==> src/rtl/core/tap_ram.sv <==
// ----------------------------------------------------------------------------
// tap_ram
// Simple dual-port synchronous RAM with one write port and a registered read.
// ----------------------------------------------------------------------------
`timescale 1ns / 1ps

module tap_ram #(
	parameter int WIDTH = 8,
	parameter int DEPTH = 16
) (
	input  logic                     clk,
	input  logic                     we,
	input  logic [$clog2(DEPTH)-1:0] waddr,
	input  logic [WIDTH-1:0]         wdata,
	input  logic                     re,
	input  logic [$clog2(DEPTH)-1:0] raddr,
	output logic [WIDTH-1:0]         rdata
);

	logic [WIDTH-1:0] mem [DEPTH];

	always_ff @(posedge clk) begin
		if (we) begin
			mem[waddr] <= wdata;
		end
		if (re) begin
			rdata <= mem[raddr];
		end
	end

endmodule

==> config.mk <==
export PLATFORM = sky130hd
export DESIGN_NAME = tap_ram
export DESIGN_NICKNAME = d
export VERILOG_FILES = /design/src/rtl/core/tap_ram.sv
export SDC_FILE = /design/constraint.sdc
export NUM_CORES = 1
export LEC_CHECK = 0
export BUFFER_PORTS_ARGS = -buffer_cell sky130_fd_sc_hd__buf_4
export CAP_MARGIN = 10
export CORE_ASPECT_RATIO = 1.4
export CORE_MARGIN = 4
export CORE_UTILIZATION = 50
export CTS_BUF_LIST = sky130_fd_sc_hd__clkbuf_4 sky130_fd_sc_hd__clkbuf_8
export CTS_CLUSTER_DIAMETER = 50
export DETAILED_ROUTE_END_ITERATION = 7
export HOLD_SLACK_MARGIN = 0.02
export PLACE_DENSITY = 0.67
export SYNTH_ARGS = -nofsm -noshare
export SYNTH_HDL_FRONTEND = slang
export SYNTH_SLANG_ARGS = --single-unit
==> constraint.sdc <==
create_clock -name clk -period 3 [get_ports clk]
set_input_delay 0.3 -clock clk [delete_from_list [all_inputs] [get_ports clk]]
set_output_delay 0.3 -clock clk [all_outputs]
set_load 0.005 [all_outputs]
== Word-level counts from Yosys, hierarchy flattened ==
Memory sizes are Yosys's and may differ from the RTL's. A register that Yosys moved wholly into a read port is not among the register bits.
Cells that the tools add are included.

* Register bits after elaboration: 0
* Latch bits: 0
* Bits in writable memories: 128
* Bits in read-only memories: 0
* Input bits: 19
* Word-level logic and storage cells: 3
* Memories: 1

{| class="wikitable"
|+ Memory list
! memory !! words !! bits a word !! read ports !! clocked after Yosys merged registers in !! wr ports !! RTL line !! text
|-
| mem || 16 || 8 || 1 || 1 || 1 || 20 || <nowiki>logic [WIDTH-1:0] mem [DEPTH];</nowiki>
|}

* Add/subtract/negate cells: 0
* $mul: 0
* Div/mod/pow operators: 0
* $lt $le $gt $ge: 0
* Equal/unequal tests: 0
* Shifts and indexed selects: 0
* Muxes and demuxes: 2
* Bitwise gates (word level): 0
* Reduce and logical (&&, ||, !) cells: 0

{| class="wikitable"
|+ Operators with widths
! kind !! count
|-
| $mux 1 || 2
|}

== Longest topological paths before layout ==
* Depth in word-level cells: 2
* Depth in mapped cells: 5
* Mapped depth without buffers: 3

== Least setup slack after synthesis ==
OpenSTA, ideal clock, no wires.

* Kind: input port to flip-flop
* From: in waddr[2]
* To: mem mem[0][0] (enable)
* Setup time: 0.383 ns
* Data arrival time: 1.410 ns
* Required time: 2.617 ns
* Path slack: 1.207 ns
* Stages: 2
* Path buffers: 0
* Cell sequence: or3b_2 > nor3_1

{| class="wikitable"
|+ RTL lines
! what !! RTL line !! text
|-
| start: declaration || 13 || <nowiki>input logic [$clog2(DEPTH)-1:0] waddr,</nowiki>
|-
| end: declaration || 20 ||
|}

Straight into the memory's write port.

==> summary.txt <==
Timing
  • Setup violators final: 0
  • F_max: 623 MHz
  • Final Hold Viols: 0
  • Unrepaired setup endpoints after global routing: false
  • Max-slew violations: 0
  • Pin slew with the least headroom to its limit: between 900 and 1000 ps
  • Accumulated negative setup slack: 0 ps
  • Setup slack after layout: approximately 1400 ps
  • Post-layout min period: approximately 1600 ps
  • Worst slew margin relative to its limit: around a third
  • Final clock skew: between 6 and 7 ps
  • Share of the clock period used by the worst path: between 50% and 60%

GRT
  • Remaining global-route overflow: 0
  • Overall routing resource usage: 18.3%
  • Via count of the first global-routing pass: about 2500
  • Wire length of the first global-routing pass: between 15000 and 20000 um
  • Number of antenna violations at the first check in global routing: 0
  • Largest net degree at the start of global routing: 33

Clock tree
  • TritonCTS clock tree: done
  • Deepest clock path buffer count: 2
  • Number of H-tree levels: 4
  • Number of buffers created by CTS: 17
  • Cell chosen for the clock root: clkbuf_8
  • Post CTS Setup Buffer Count: 0
  • Number of hold buffers added after CTS: 0
  • Post_cts resized: 0
  • Clock-pin slew on the worst setup and hold paths: approximately 70 ps
  • Clock sink count: roughly 140
  • Clock insertion delay at the later pin of the skew report: between 400 and 500 ps

Critical path
  • FF-to-FF Start: mem[11][0]
  • Launching element of the worst setup path: raddr[0]
  • Maximum fanout encountered on the critical timing path: 32
  • Required time at the endpoint of the critical path: roughly 3200 ps
  • Worst reg2reg setup slack: between 1500 and 2000 ps
  • Worst reg2reg path depth: 3
  • CP Capture Point: rdata[0]
  • Endpoint type of the worst setup path: register
  • Critical path class: primary input to register
  • R2r endpoint: rdata[0]
  • WP data arrival: about 1800 ps
  • Critical path startpoint category: primary input

Run status
  • Run status: finished, final reports clean

Synthesis
  • Multiplexer share of the synthesized area: between 10% and 20%
  • Post-synthesis instance total: 229
  • Area fraction of the dominant cell type after synthesis: around four fifths
  • Dominant combinational cell family by area after synthesis: multiplexers
  • Complex-gate fraction of the synthesized area: 2.30%
  • Count of distinct cell types in the synthesized netlist: 18
  • Seq/Total Area, Yosys: between 70% and 80%
  • Area leader, netlist: edfxtp_1
  • Number of warnings printed during yosys synthesis: 0
  • Number of synthesized register bits: between 100 and 150
  • Post-synthesis instance area: 5230 um2
  • Top cells by area in the synthesized netlist: edfxtp_1, mux4_2, mux4_1, a22oi_1, nor2_1
  • Syn_area_per_cell: about 23 um2
  • Post-synth net total: ~250
  • Post-synthesis xor/xnor area fraction: 0%
  • Synth Area in Simple Gates: under 10%
  • Adder-Cell Fraction of Synth Area: 0%

Pwr
  • Cell leakage power: 1.96 nW
  • Pwr/cell area: roughly 600 nW/um2
  • Worst ir drop on vdd: 296 uV

Die
  • Top-level port count: 27
  • Width of the die: around 94 um
  • Vertical die dimension: approximately 130 um
  • Core Region: 10100 um2
  • Initial cell density of the core: ~52%
  • Number of rows created at floorplan: between 40 and 50
  • Area enclosed by the die boundary: 12200 um2

Place
  • Final GP Congestion: 0.754
  • Buffers on Ports: 26
  • Worst setup timing slack at the placement stage: 957 ps
  • Number of cells in the design after placement: around 390
  • Post-DP HPWL: 6230 um

Drt
  • Met1 WL: between 4000 and 5000 um
  • Drt initial violations: ~290
  • Mean number of vias per cell: between 5 and 6
  • Routed Antenna Nets: 0
  • Routed wire length per instance: 23.8 um
  • Total Routed Length: about 10000 um
  • Remaining DRCs: 0
  • Highest layer used for signal routing: met4
  • Routed vias: 2406
  • Detailed-routed wire length on met3: between 400 and 500 um
  • DR WL met2: just over 5000 um
  • First-pass detailed-route iteration total: 5

Flow run
  • Reported max-cap violation count: 0

Finish
  • Cell Count, Final, Fillers Out: 419
  • Antenna diode count: 0
  • Fraction of final layout cells sized beyond drive strength 1: around 29%
  • Layout-stage area growth over the synthesis result: 12.6%
  • Final layout net count: 292
  • # fillers: approximately 770

Hold path
  • Worst min-delay path category: primary input to register
  • Worst Hold Launch: re
-- worst min-delay path by stage --
stage,endpoint,slack (ps),depth (start not counted)
6_report,rdata[5],180,1
5_1_grt,rdata[6],150,1
4_1_cts,rdata[2],160,1
3_5_place_dp,rdata[5],620,1
3_3_place_gp,mem[14][6],610,1
2_1_floorplan,mem[0][0],400,0
-- synthesized netlist by cell type --
master / number
nor3_1: 4
buf_4: 1
and2_1: 1
clkdlybuf4s25_2: 3
nor2_1: 13
edfxtp_1: 136
buf_2: 3
nand2b_1: 2
buf_6: 3
or3b_2: 1
mux4_2: 18
and2b_1: 1
nand2_1: 9
mux4_1: 14
nand3b_1: 2
nor2b_1: 1
a22oi_1: 16
nand3_1: 1
-- metal layers --
layer / global-route usage, % / vias up
li1: - / 1063
met1: 24.7 / 1237
met2: 28.8 / 93
met3: 5.03 / 13
met4: 6.89 / 0
met5: 0 / -
-- layout make-up --
| class | count | area [um2] | share of cell area [%] |
|---|---|---|---|
| flip-flops and latches | 136 | 4080 | 69.4 |
| well taps | 135 | 169 | 2.87 |
| repair buffers | 35 | 263 | 4.46 |
| clock inverters | 6 | 28.8 | 0.489 |
| clock buffers | 24 | 287 | 4.87 |
| multi-input cells | 83 | 1060 | 18.0 |
-- power by group --
group	switching, W	total, W	leakage [nW]	internal (W)
clock	0.000597	0.00121	0.176	0.000615
combinational	0.000109	0.000196	0.543	0.0000873
sequential	0.0000109	0.00215	1.24	0.00214
total	0.000717	0.00356	1.96	0.00284
-- metrics by stage --
step	instance area, um2	hold slack, ps	utilization [%]	power, W
floorplan	5230	399	-	0.00230
global placement	5570	605	55.4	0.00239
detailed placement	5570	618	55.4	0.00239
CTS	5890	158	58.5	0.00360
global route	5890	146	58.5	0.00371
finish	5890	177	58.5	0.00356
-- cells by family after synthesis --
group,after synthesis
buffers and inverters,10
AO/OA/AOI/OAI,16
multiplexers,32
flip-flops,136
AND/OR/NAND/NOR,35
-- registers in the layout, summed over array words and instances (netlist names) --
register  count
mem         128
rdata         8
-- layout by cell type (no fill, tap or decap), drive strengths merged, types with 4 or more instances in the layout --
| cell | instances |
|---|---|
| edfxtp | 136 |
| buf | 35 |
| mux4 | 32 |
| clkbuf | 24 |
| a22oi | 16 |
| nor2 | 13 |
| nand2 | 9 |
| clkinv | 6 |
| nor3 | 4 |
-- critical path, cell delays in order --
cell and delay, ps:
buf_4 500, mux4_2 610, a22oi_1 220, nand2_1 110
(Power assumes the default switching activity.)
